### src/rtl/core/cdrc_pkg.sv
// Package for the cartridge DMA register controller.
// Holds the word types, register numbers, target codes and default sizes.
// No dependencies; every module of the block imports it.
package cdrc_pkg;

    // Default sizes.
    localparam int SAVE_RAM_BYTES_DEF = 32768;
    localparam int NUM_REGS_DEF       = 13;

    // Field widths.
    localparam int DATA_W   = 32;
    localparam int INDEX_W  = 4;
    localparam int ROM_W    = 26;
    localparam int DRAM_W   = 23;
    localparam int OFFSET_W = 25;
    localparam int LENGTH_W = 25;
    localparam int LENFLD_W = 24;
    localparam int CART_W   = 28;
    localparam int SRAM_OFF_W = 15;

    // Access kinds.
    localparam logic KIND_READ  = 1'b0;
    localparam logic KIND_WRITE = 1'b1;

    // Register numbers.
    localparam logic [INDEX_W-1:0] REG_DRAM   = 4'd0;
    localparam logic [INDEX_W-1:0] REG_CART   = 4'd1;
    localparam logic [INDEX_W-1:0] REG_RDLEN  = 4'd2;
    localparam logic [INDEX_W-1:0] REG_WRLEN  = 4'd3;
    localparam logic [INDEX_W-1:0] REG_STATUS = 4'd4;

    // Cart address decode bits.
    localparam int CART_SRAM_BIT = 27;

    // Status bits.
    localparam int ST_RESET_BIT = 0;
    localparam int ST_CLRIRQ_BIT = 1;
    localparam int ST_DONE_BIT  = 3;

    // Device-side targets.
    localparam logic [1:0] TGT_NONE = 2'd0;
    localparam logic [1:0] TGT_SRAM = 2'd1;
    localparam logic [1:0] TGT_ROM  = 2'd2;

    // One bus access.
    typedef struct packed {
        logic               kind;
        logic [INDEX_W-1:0] reg_index;
        logic [DATA_W-1:0]  write_data;
    } t_cdrc_in;

    // One result word.
    typedef struct packed {
        logic [DATA_W-1:0]   read_data;
        logic                irq_pending;
        logic                dma_start;
        logic                dma_to_dram;
        logic [1:0]          dma_target;
        logic [DRAM_W-1:0]   dram_address;
        logic [OFFSET_W-1:0] device_offset;
        logic [LENGTH_W-1:0] dma_length;
    } t_cdrc_out;

    // Transfer descriptor plus the amount the address registers advance.
    typedef struct packed {
        logic                valid;
        logic [1:0]          target;
        logic [DRAM_W-1:0]   dram_address;
        logic [OFFSET_W-1:0] device_offset;
        logic [LENGTH_W-1:0] length;
        logic [LENGTH_W-1:0] advance;
    } t_cdrc_xfer;

endpackage

### src/rtl/core/cdrc_xfer.sv
// Transfer setup: target decode, length rounding and trimming.
// Pure combinational logic; depends on cdrc_pkg.
module cdrc_xfer #(
    parameter int SAVE_RAM_BYTES = cdrc_pkg::SAVE_RAM_BYTES_DEF
) (
    input  logic [cdrc_pkg::LENFLD_W-1:0] i_len_field,
    input  logic [cdrc_pkg::DATA_W-1:0]   i_cart_reg,
    input  logic [cdrc_pkg::DATA_W-1:0]   i_dram_reg,
    input  logic                          i_to_dram,
    input  logic [cdrc_pkg::ROM_W-1:0]    i_rom_bytes,
    output cdrc_pkg::t_cdrc_xfer          o_xfer
);
    import cdrc_pkg::*;

    localparam logic [ROM_W-1:0] SAVE_END = ROM_W'(SAVE_RAM_BYTES);

    logic [CART_W-1:0]   cart;
    logic [LENGTH_W-1:0] rounded;
    logic [1:0]          target;
    logic [ROM_W-1:0]    off;
    logic [ROM_W-1:0]    lim;
    logic [ROM_W-1:0]    room;
    logic [ROM_W-1:0]    trimmed;

    assign cart = i_cart_reg[CART_W-1:0];

    // Field plus one rounded up to a multiple of 8 equals (field/8 + 1) * 8.
    assign rounded = {(LENGTH_W-3)'({1'b0, i_len_field[LENFLD_W-1:3]}) + 1'b1, 3'b000};

    // Pick the target and its window from the cart address.
    always_comb begin
        target = TGT_NONE;
        off    = '0;
        lim    = '0;
        if (cart[CART_SRAM_BIT]) begin
            target = TGT_SRAM;
            off    = ROM_W'(cart[SRAM_OFF_W-1:0]);
            lim    = SAVE_END;
        end else if (cart[CART_SRAM_BIT-1:CART_SRAM_BIT-2] == 2'b00 && i_to_dram) begin
            target = TGT_ROM;
            off    = ROM_W'(cart[OFFSET_W-1:0]);
            lim    = i_rom_bytes;
        end
    end

    // Trim the length to the end of the window.
    assign room = lim - off;
    always_comb begin
        if (off >= lim) begin
            trimmed = '0;
        end else if (ROM_W'(rounded) > room) begin
            trimmed = room;
        end else begin
            trimmed = ROM_W'(rounded);
        end
    end

    // Descriptor; all zero but the advance, which keeps the rounded length, when there is no target.
    always_comb begin
        o_xfer = '0;
        if (target != TGT_NONE) begin
            o_xfer.valid         = 1'b1;
            o_xfer.target        = target;
            o_xfer.dram_address  = i_dram_reg[DRAM_W-1:0];
            o_xfer.device_offset = off[OFFSET_W-1:0];
            o_xfer.length        = trimmed[LENGTH_W-1:0];
            o_xfer.advance       = trimmed[LENGTH_W-1:0];
        end else begin
            o_xfer.advance       = rounded;
        end
    end

endmodule

### src/rtl/core/cdrc_regfile.sv
// Register file, interrupt flag and per-access result logic.
// Depends on cdrc_pkg and cdrc_xfer.
module cdrc_regfile #(
    parameter int SAVE_RAM_BYTES = cdrc_pkg::SAVE_RAM_BYTES_DEF,
    parameter int NUM_REGS       = cdrc_pkg::NUM_REGS_DEF
) (
    input  logic                       i_clk,
    input  logic                       i_rst_n,
    input  logic                       i_go,
    input  cdrc_pkg::t_cdrc_in         i_item,
    input  logic [cdrc_pkg::ROM_W-1:0] i_rom_bytes,
    output cdrc_pkg::t_cdrc_out        o_result
);
    import cdrc_pkg::*;

    localparam int IDX_W = $clog2(NUM_REGS);

    logic [DATA_W-1:0] r_regs [NUM_REGS];
    logic [DATA_W-1:0] n_regs [NUM_REGS];
    logic              r_irq;
    logic              n_irq;

    logic              in_range;
    logic [IDX_W-1:0]  ix;
    logic              len_write;
    t_cdrc_xfer        xfer;
    logic [DATA_W-1:0] wdata;

    assign wdata     = i_item.write_data;
    assign in_range  = (5'(i_item.reg_index) < 5'(NUM_REGS));
    assign ix        = i_item.reg_index[IDX_W-1:0];
    assign len_write = in_range && (i_item.kind == KIND_WRITE) &&
                       (i_item.reg_index == REG_RDLEN || i_item.reg_index == REG_WRLEN);

    // Transfer setup uses the freshly written length field.
    cdrc_xfer #(
        .SAVE_RAM_BYTES(SAVE_RAM_BYTES)
    ) u_xfer (
        .i_len_field (wdata[LENFLD_W-1:0]),
        .i_cart_reg  (r_regs[REG_CART[IDX_W-1:0]]),
        .i_dram_reg  (r_regs[REG_DRAM[IDX_W-1:0]]),
        .i_to_dram   (i_item.reg_index == REG_WRLEN),
        .i_rom_bytes (i_rom_bytes),
        .o_xfer      (xfer)
    );

    // Next state and result for the access in the input register.
    always_comb begin
        n_regs   = r_regs;
        n_irq    = r_irq;
        o_result = '0;
        if (in_range) begin
            if (i_item.kind == KIND_READ) begin
                o_result.read_data = r_regs[ix];
            end else begin
                n_regs[ix] = wdata;
                unique case (i_item.reg_index)
                    REG_RDLEN, REG_WRLEN: begin
                        n_regs[REG_DRAM[IDX_W-1:0]] =
                            r_regs[REG_DRAM[IDX_W-1:0]] + DATA_W'(xfer.advance);
                        n_regs[REG_CART[IDX_W-1:0]] =
                            r_regs[REG_CART[IDX_W-1:0]] + DATA_W'(xfer.advance);
                        n_regs[REG_STATUS[IDX_W-1:0]] = r_regs[REG_STATUS[IDX_W-1:0]];
                        n_regs[REG_STATUS[IDX_W-1:0]][ST_RESET_BIT] = 1'b0;
                        n_regs[REG_STATUS[IDX_W-1:0]][ST_DONE_BIT]  = 1'b1;
                        n_irq = 1'b1;
                    end
                    REG_STATUS: begin
                        if (wdata[ST_RESET_BIT]) begin
                            n_regs[REG_STATUS[IDX_W-1:0]] = '0;
                        end
                        if (wdata[ST_CLRIRQ_BIT]) begin
                            n_regs[REG_STATUS[IDX_W-1:0]][ST_DONE_BIT] = 1'b0;
                            n_irq = 1'b0;
                        end
                    end
                    default: begin
                    end
                endcase
            end
        end
        if (len_write && xfer.valid) begin
            o_result.dma_start     = 1'b1;
            o_result.dma_to_dram   = (i_item.reg_index == REG_WRLEN);
            o_result.dma_target    = xfer.target;
            o_result.dram_address  = xfer.dram_address;
            o_result.device_offset = xfer.device_offset;
            o_result.dma_length    = xfer.length;
        end
        o_result.irq_pending = n_irq;
    end

    // State update, once per access.
    always_ff @(posedge i_clk) begin
        if (!i_rst_n) begin
            for (int i = 0; i < NUM_REGS; i++) begin
                r_regs[i] <= '0;
            end
            r_irq <= 1'b0;
        end else if (i_go) begin
            r_regs <= n_regs;
            r_irq  <= n_irq;
        end
    end

    // A length write always leaves the interrupt raised.
    a_len_irq: assert property (@(posedge i_clk) disable iff (!i_rst_n)
        (i_go && len_write) |=> r_irq)
        else $error("interrupt not raised after a transfer request");

    // A transfer is only issued by a length write and always has a target.
    a_start_src: assert property (@(posedge i_clk) disable iff (!i_rst_n)
        o_result.dma_start |-> (len_write && o_result.dma_target != TGT_NONE))
        else $error("transfer issued without a length write or target");

    // Cartridge ROM is never written.
    a_rom_read_only: assert property (@(posedge i_clk) disable iff (!i_rst_n)
        (o_result.dma_target == TGT_ROM) |-> o_result.dma_to_dram)
        else $error("transfer toward cartridge ROM");

    // Register state only moves when an access is processed.
    a_irq_hold: assert property (@(posedge i_clk) disable iff (!i_rst_n)
        !i_go |=> $stable(r_irq))
        else $error("interrupt flag changed without an access");

endmodule

### src/rtl/core/cart_dma_register_controller_core.sv
// An accepted word passes through the input register and then the result register.
// Throughput: one word per cycle while the result is not stalled; the register file read-modify-write is combinational.
// The input register is released whenever the result register is empty or being taken.
// Reset: synchronous, active low; clears the register file, interrupt and ROM size to zero.
// Top level of the cartridge DMA register controller.
// Depends on cdrc_pkg and cdrc_regfile.
module cart_dma_register_controller_core #(
    parameter int SAVE_RAM_BYTES = cdrc_pkg::SAVE_RAM_BYTES_DEF,
    parameter int NUM_REGS       = cdrc_pkg::NUM_REGS_DEF
) (
    input  logic                       i_clk,
    input  logic                       i_rst_n,
    input  logic                       i_in_valid,
    output logic                       o_in_stall,
    input  cdrc_pkg::t_cdrc_in         i_in_item,
    output logic                       o_out_valid,
    input  logic                       i_out_stall,
    output cdrc_pkg::t_cdrc_out        o_out_item,
    input  logic                       i_cfg_valid,
    output logic                       o_cfg_ready,
    input  logic [cdrc_pkg::ROM_W-1:0] i_cfg_data
);
    import cdrc_pkg::*;

    logic             r_in_valid;
    t_cdrc_in         r_in;
    logic             r_out_valid;
    t_cdrc_out        r_out;
    logic [ROM_W-1:0] r_rom_bytes;

    logic      go;
    logic      in_take;
    t_cdrc_out result;

    // The access in the input register moves on when the result slot frees up.
    assign go          = r_in_valid && (!r_out_valid || !i_out_stall);
    assign o_in_stall  = r_in_valid && !go;
    assign in_take     = i_in_valid && !o_in_stall;
    assign o_cfg_ready = 1'b1;
    assign o_out_valid = r_out_valid;
    assign o_out_item  = r_out;

    cdrc_regfile #(
        .SAVE_RAM_BYTES(SAVE_RAM_BYTES),
        .NUM_REGS      (NUM_REGS)
    ) u_regfile (
        .i_clk       (i_clk),
        .i_rst_n     (i_rst_n),
        .i_go        (go),
        .i_item      (r_in),
        .i_rom_bytes (r_rom_bytes),
        .o_result    (result)
    );

    // Input, result and configuration registers.
    always_ff @(posedge i_clk) begin
        if (!i_rst_n) begin
            r_in_valid  <= 1'b0;
            r_out_valid <= 1'b0;
            r_rom_bytes <= '0;
        end else begin
            if (in_take) begin
                r_in_valid <= 1'b1;
            end else if (go) begin
                r_in_valid <= 1'b0;
            end
            if (go) begin
                r_out_valid <= 1'b1;
            end else if (!i_out_stall) begin
                r_out_valid <= 1'b0;
            end
            if (i_cfg_valid && o_cfg_ready) begin
                r_rom_bytes <= i_cfg_data;
            end
        end
        if (in_take) begin
            r_in <= i_in_item;
        end
        if (go) begin
            r_out <= result;
        end
    end

    // A processed access always lands in the result register.
    a_go_out: assert property (@(posedge i_clk) disable iff (!i_rst_n)
        go |=> r_out_valid)
        else $error("processed access lost");

    // Backpressure only with a held access and a blocked result.
    a_stall_cause: assert property (@(posedge i_clk) disable iff (!i_rst_n)
        o_in_stall |-> (r_in_valid && r_out_valid && i_out_stall))
        else $error("input stalled without cause");

    // A held result is not overwritten.
    a_out_hold: assert property (@(posedge i_clk) disable iff (!i_rst_n)
        (r_out_valid && i_out_stall) |-> !go)
        else $error("result overwritten while stalled");

endmodule
### config.mk
export PLATFORM = sky130hd
export DESIGN_NAME = cart_dma_register_controller_core
export DESIGN_NICKNAME = d
export VERILOG_FILES = /design/src/rtl/core/cdrc_pkg.sv /design/src/rtl/core/cdrc_xfer.sv /design/src/rtl/core/cdrc_regfile.sv /design/src/rtl/core/cart_dma_register_controller_core.sv
export SDC_FILE = /design/constraint.sdc
export NUM_CORES = 2
export LEC_CHECK = 0
export BUFFER_PORTS_ARGS = -buffer_cell sky130_fd_sc_hd__buf_2
export CAP_MARGIN = 20
export CORE_MARGIN = 2
export CORE_UTILIZATION = 55
export CTS_CLUSTER_SIZE = 25
export DETAILED_ROUTE_END_ITERATION = 12
export PLACE_DENSITY_LB_ADDON = 0.05
export SLEW_MARGIN = 25
export SYNTH_ARGS = -nofsm -noshare
export SYNTH_HDL_FRONTEND = slang
export SYNTH_HIERARCHICAL = 1
export SYNTH_SLANG_ARGS = --single-unit
### constraint.sdc
create_clock -name i_clk -period 14.2 [get_ports i_clk]
set_input_delay 0.71 -clock i_clk [delete_from_list [all_inputs] [get_ports i_clk]]
set_output_delay 0.71 -clock i_clk [all_outputs]
set_load 0.05 [all_outputs]
Word-level counts from Yosys, hierarchy flattened
Index checks and enable logic that the tools add are counted.
- flip-flop bits (word level): 592
- input bits: 68
- output and inout bits: 113
- logic and storage cells: 96
- $add $sub $neg: 4
- magnitude comparators: 5
- equal/unequal tests: 4
- multiplexer cells: 29
- bitwise gates (word level): 3
- reductions and logical operators: 22
- operators with widths (operator ; count):
    $bwmux W416 ; 1
    $bmux W32 S4 ; 1
    $demux W32 S4 ; 1
    $mux W32 ; 4
    $mux W25 ; 5
    $mux W77 ; 1
    $mux W76 ; 1
    $add A32 B25 Y32 ; 2
    $mux W64 ; 1
    $pmux W32 S2 ; 1
    $mux W26 ; 2
    $ge A26 B26 Y1 ; 1
    $gt A25 B26 Y1 ; 1
    $sub A26 B25 Y26 ; 1
    $add A21 B1 Y22 const B ; 1
    $eq A4 B2 Y1 const B ; 2
    $logic_and A1 B1 Y1 ; 8
    $mux W1 ; 8
    $ge A5 B5 Y1 const B ; 1
    $lt A5 B1 Y1 const B ; 1
    $not A4 Y5 ; 1
    $eq A4 B3 Y1 const B ; 1
    $logic_not A1 Y1 ; 4
    $lt A4 B4 Y1 const B ; 1
    other kinds (11) ; 16

Longest topological paths before layout
- word-level depth: 11
- gate-level depth with buffers: 43
- gate-level depth less buffers: 35

Modules after synthesis
The synthesis kept the hierarchy.
- modules (own cells, without submodules) (module ; instances ; cells each ; area an instance (µm²) ; sequential area each (µm²)):
    cdrc_regfile ; 1 ; 2690 ; 22586.7 ; 8348.0
    cart_dma_register_controller_core ; 1 ; 240 ; 5506.5 ; 4974.8
    cdrc_xfer ; 1 ; 655 ; 4159.0 ; 0.0

Least setup slack after synthesis
Ideal clock, no wire load.
- path type: input-to-reg
- from: input i_out_stall
- to: register u_regfile/r_regs[176] (netlist bit)
- setup time: 0.076 ns
- data arrival time: 11.639 ns
- data required time: 14.124 ns
- setup slack: 2.486 ns
- stages on the path: 6
- path buffers: 1
- cell sequence: a21boi_0 nand2_1 nor3_1 clkbuf_1 nand2_1 a21boi_0
- word-level cells in the longest chain between the ends: 4
- RTL lines (item ; RTL line ; text):
    from (decl) ; cart_dma_register_controller_core.sv:17 ; input logic i_out_stall,
    $logic_not A1 Y1 ; n/a ;
    $logic_or A1 B1 Y1 ; cart_dma_register_controller_core.sv:36 ; assign go = r_in_valid && (!r_out_valid || !i_out_stall);
    $logic_and A1 B1 Y1 ; cart_dma_register_controller_core.sv:36 ;
    $reduce_and A3 Y1 (no line) ; n/a ;
    to (signal assigned) ; cdrc_regfile.sv:101 ; r_regs <= n_regs;
    to (decl) ; cdrc_regfile.sv:18 ; logic [DATA_W-1:0] r_regs [NUM_REGS];
Every way passes these cells.
A chain may end at the register's enable or synchronous reset.

==> summary.txt <==
Yosys
  • Synth Area in Simple Gates: 0.200
  • Syn_area_per_cell: 9.00 um2
  • Cell area after synthesis: 32300 um2
  • Synth Area in Adders: 0.0496
  • Mapped Nets: 3779
  • Post-synthesis mux area share: 0.0841
  • Mapped Cells: between 3000 and 4000
  • Synth warn: 6
  • Largest family of logic cells by synthesized area: simple AND/OR/NAND/NOR gates
  • Top_reg_cell synth: dfxtp_1
  • Compound-Gate Fraction of Synth Area: 0.184
  • Register area share after synthesis: 0.413
  • Cell variety after synth: 86
  • Post-synth EDFFs: about 150
  • Seq cells post-synth: 592
  • Ys async rst share: 0
  • Post-synthesis xor/xnor area fraction: 0.0198

Power and ir drop
  • Switching Fraction: 0.258
  • Sequential share of power: 0.467
  • Pwr Density: 108 nW/um2
  • Peak VDD IR: 109 uV
  • Internal power: 2.86 mW
  • Clock power frac: 0.436
  • Comb power frac: 0.098
  • Leak Pwr: 13.4 nW
  • Switching power: 993 uW

Placement
  • IO Port Bufs: 179
  • Pre-CTS setup slack: 2.55 ns
  • Placed cell area: 33400 um2
  • Final Wtd Congestion: just over 0.9
  • Hpwl dp: approximately 66000 um

CTS
  • CTS tree: done
  • CTS Root Cell: clkbuf_16
  • Worst skew pair latency: 0.66 ns
  • CTS sink cnt: 592
  • Cts hold-fix bufs: 0
  • Setup Buffers After CTS: 0
  • H-tree depth: 2
  • # resized after CTS: 0
  • Bufs on Longest Clock Path: 3
  • Clock transition at path regs: around 0.060 ns
  • Clock buffer count from CTS: 61

Worst hold path
  • Hold path depth: 1
  • Hold crit path type: primary input to flop

STA
  • Worst slew pin tran: 1.12 ns
  • Setup TNS: 0 ns
  • Hold violation count in the final report: 0
  • Worst setup margin: around 2.3 ns
  • Max Freq: 84.3 MHz
  • Final Cycle Share: 0.836
  • Finish-stage setup viols: 0
  • Unrepaired setup endpoints after global routing: false
  • Clk_skew: 0.0265 ns
  • Max transition margin: 0.253
  • Fin crit period: 11.87 ns
  • Max-slew violations: 0

Floorplanning
  • Num rows: 88
  • Core area: around 58000 um2
  • Initial cell density of the core: 0.558
  • IO Pins: 181
  • DIE WIDTH: roughly 250 um
  • Die Ht: 246 um
  • Die area: 60600 um2

Global route
  • Number of global-route vias before repair: approximately 26000
  • GRT Residual Overflow: 0
  • First-pass GRT wire length: between 150000 and 200000 um
  • Gr usage total: 0.327
  • Initial antenna violation count: 1
  • Largest net degree at the start of global routing: 302

Routing
  • DR iter-0 viols: around 2300
  • DRC viols: 0
  • Via density: 6.12
  • DRT antenna net count: 0
  • DRT Wirelength: 101000 um
  • DR vias: 26928
  • WL per Instance: 23.0 um
  • Pre-Repair DR Iteration Count: 6

Worst setup path
  • CP delay by family, top: compound AO/OA/AOI/OAI gates
  • Highest-delay cell along the critical path: nand2_1
  • CP Launch Type: flop
  • Worst EP arrival: 12.44 ns
  • WP buf/inv: 4
  • Crit path kind: flop to flop
  • Worst path depth: 36
  • Internal reg-to-reg setup slack: 2.33 ns
  • Worst Path Max Fanout: 61
  • WP data required: 14.77 ns
  • Worst R2R Path Depth: 36
  • CP peak stage delay: slightly below 0.7 ns
  • Crit end category: flop

Finish
  • Commonest non-fill, non-tap cells in the layout: nand2_1, dfxtp_1, a21boi_0
  • Post-layout net count: ~3800
  • Area Growth Syn to Fin: 10.2%
  • Final instance area: between 30000 and 40000 um2
  • Most common cell after layout, fill and taps aside: nand2_1
  • Diodes inserted: 0
  • Final Util: 0.615
  • Share of layout cells above drive strength 1: 0.134

Status
  • Status: finished clean

Flow run
  • Max Cap Violations: 0
## power groups by stage
stage	clock (mW)	combinational [mW]	sequential, mW
final	1.68	0.377	1.80
after global placement	0	0.368	1.83
after detailed placement	0	0.373	1.83
after global routing	1.76	0.405	1.80
after floorplan	0	0.244	1.86
after CTS	1.70	0.374	1.80
## registers in the layout, indices dropped and copies added (netlist names)
name and cells:
o_out_item 110, o_out_valid 1, r_in 37, r_in_valid 1
r_rom_bytes 26, u_regfile/r_irq 1, u_regfile/r_regs 416
## path summary, 6_finish.rpt
| check | from | endpoint |
|---|---|---|
| min reg2reg | u_regfile/r_regs[256] | u_regfile/r_regs[256] |
| min | i_in_item[29] | r_in[29] |
| max | r_in[34] | u_regfile/r_regs[409] |
| max reg2reg | r_in[34] | u_regfile/r_regs[409] |
## layout make-up
| type | instances | area [um2] |
|---|---|---|
| clock buffer | 84 | 1760 |
| clock inverter | 31 | 365 |
| fill | 4962 | 22300 |
| inverter | 106 | 398 |
| multi-input combinational | 2600 | 17500 |
| sequential | 592 | 13300 |
| tap | 765 | 957 |
| timing repair buffer | 220 | 1270 |
## cells by family after synthesis
logic type,after synthesis
other,1
DFF,592
muxes,149
buffers and inverters,393
and+or+nand+nor,1417
adders and majority gates,126
AOI/OAI and AO/OA,834
xor gates and xnor gates,73
## worst register-to-register path, delay by kind of cell, from the launching register on
kind                     cells  cell delay, ns
AO/OA/AOI/OAI               14            4.45
adder cells (fa/ha/maj)      3            0.89
buffers and inverters        4            1.80
flip-flops                   1            0.35
AND/OR/NAND/NOR             15            4.28
## routing by layer
layer  track usage  up-vias  part of all wire
li1              -    12510                 -
met1         0.420    13144              0.41
met2         0.558     1070              0.48
met3        0.0484      204             0.074
met4         0.124        0             0.035
met5             0        -                 0
## synth_stat cells, types with 15 or more instances
cell	count	area, um2
buf_2	25	125
dfxtp_1	445	8910
ha_1	123	1540
nor2b_1	77	482
a222oi_1	15	150
inv_1	105	394
xor2_1	28	245
nand3_1	42	210
nand4_1	29	181
a221oi_1	58	508
mux4_2	96	2160
o22ai_1	26	163
a21boi_0	321	2410
nor3_1	23	115
and2_1	142	888
edfxtp_1	147	4410
nand2_1	825	3100
a21oi_1	149	746
a21o_1	37	278
mux2i_1	36	360
xnor2_1	45	394
buf_1	15	56.3
and3_1	20	125
a211oi_1	29	218
nor3b_1	60	450
o21ai_0	74	370
clkbuf_1	234	878
mux2_2	17	191
nor2_1	155	582
## through the flow
| step | hold slack (ns) | power (mW) | std cells |
|---|---|---|---|
| global placement | 0.423 | 2.20 | 4282 |
| detailed placement | 0.436 | 2.21 | 4282 |
| finish | 0.225 | 3.85 | 4398 |
| global route | 0.218 | 3.96 | 4398 |
| CTS | 0.202 | 3.87 | 4397 |
| floorplan | 0.407 | 2.10 | 3585 |
Note: power is estimated with default switching activity, not from simulation.
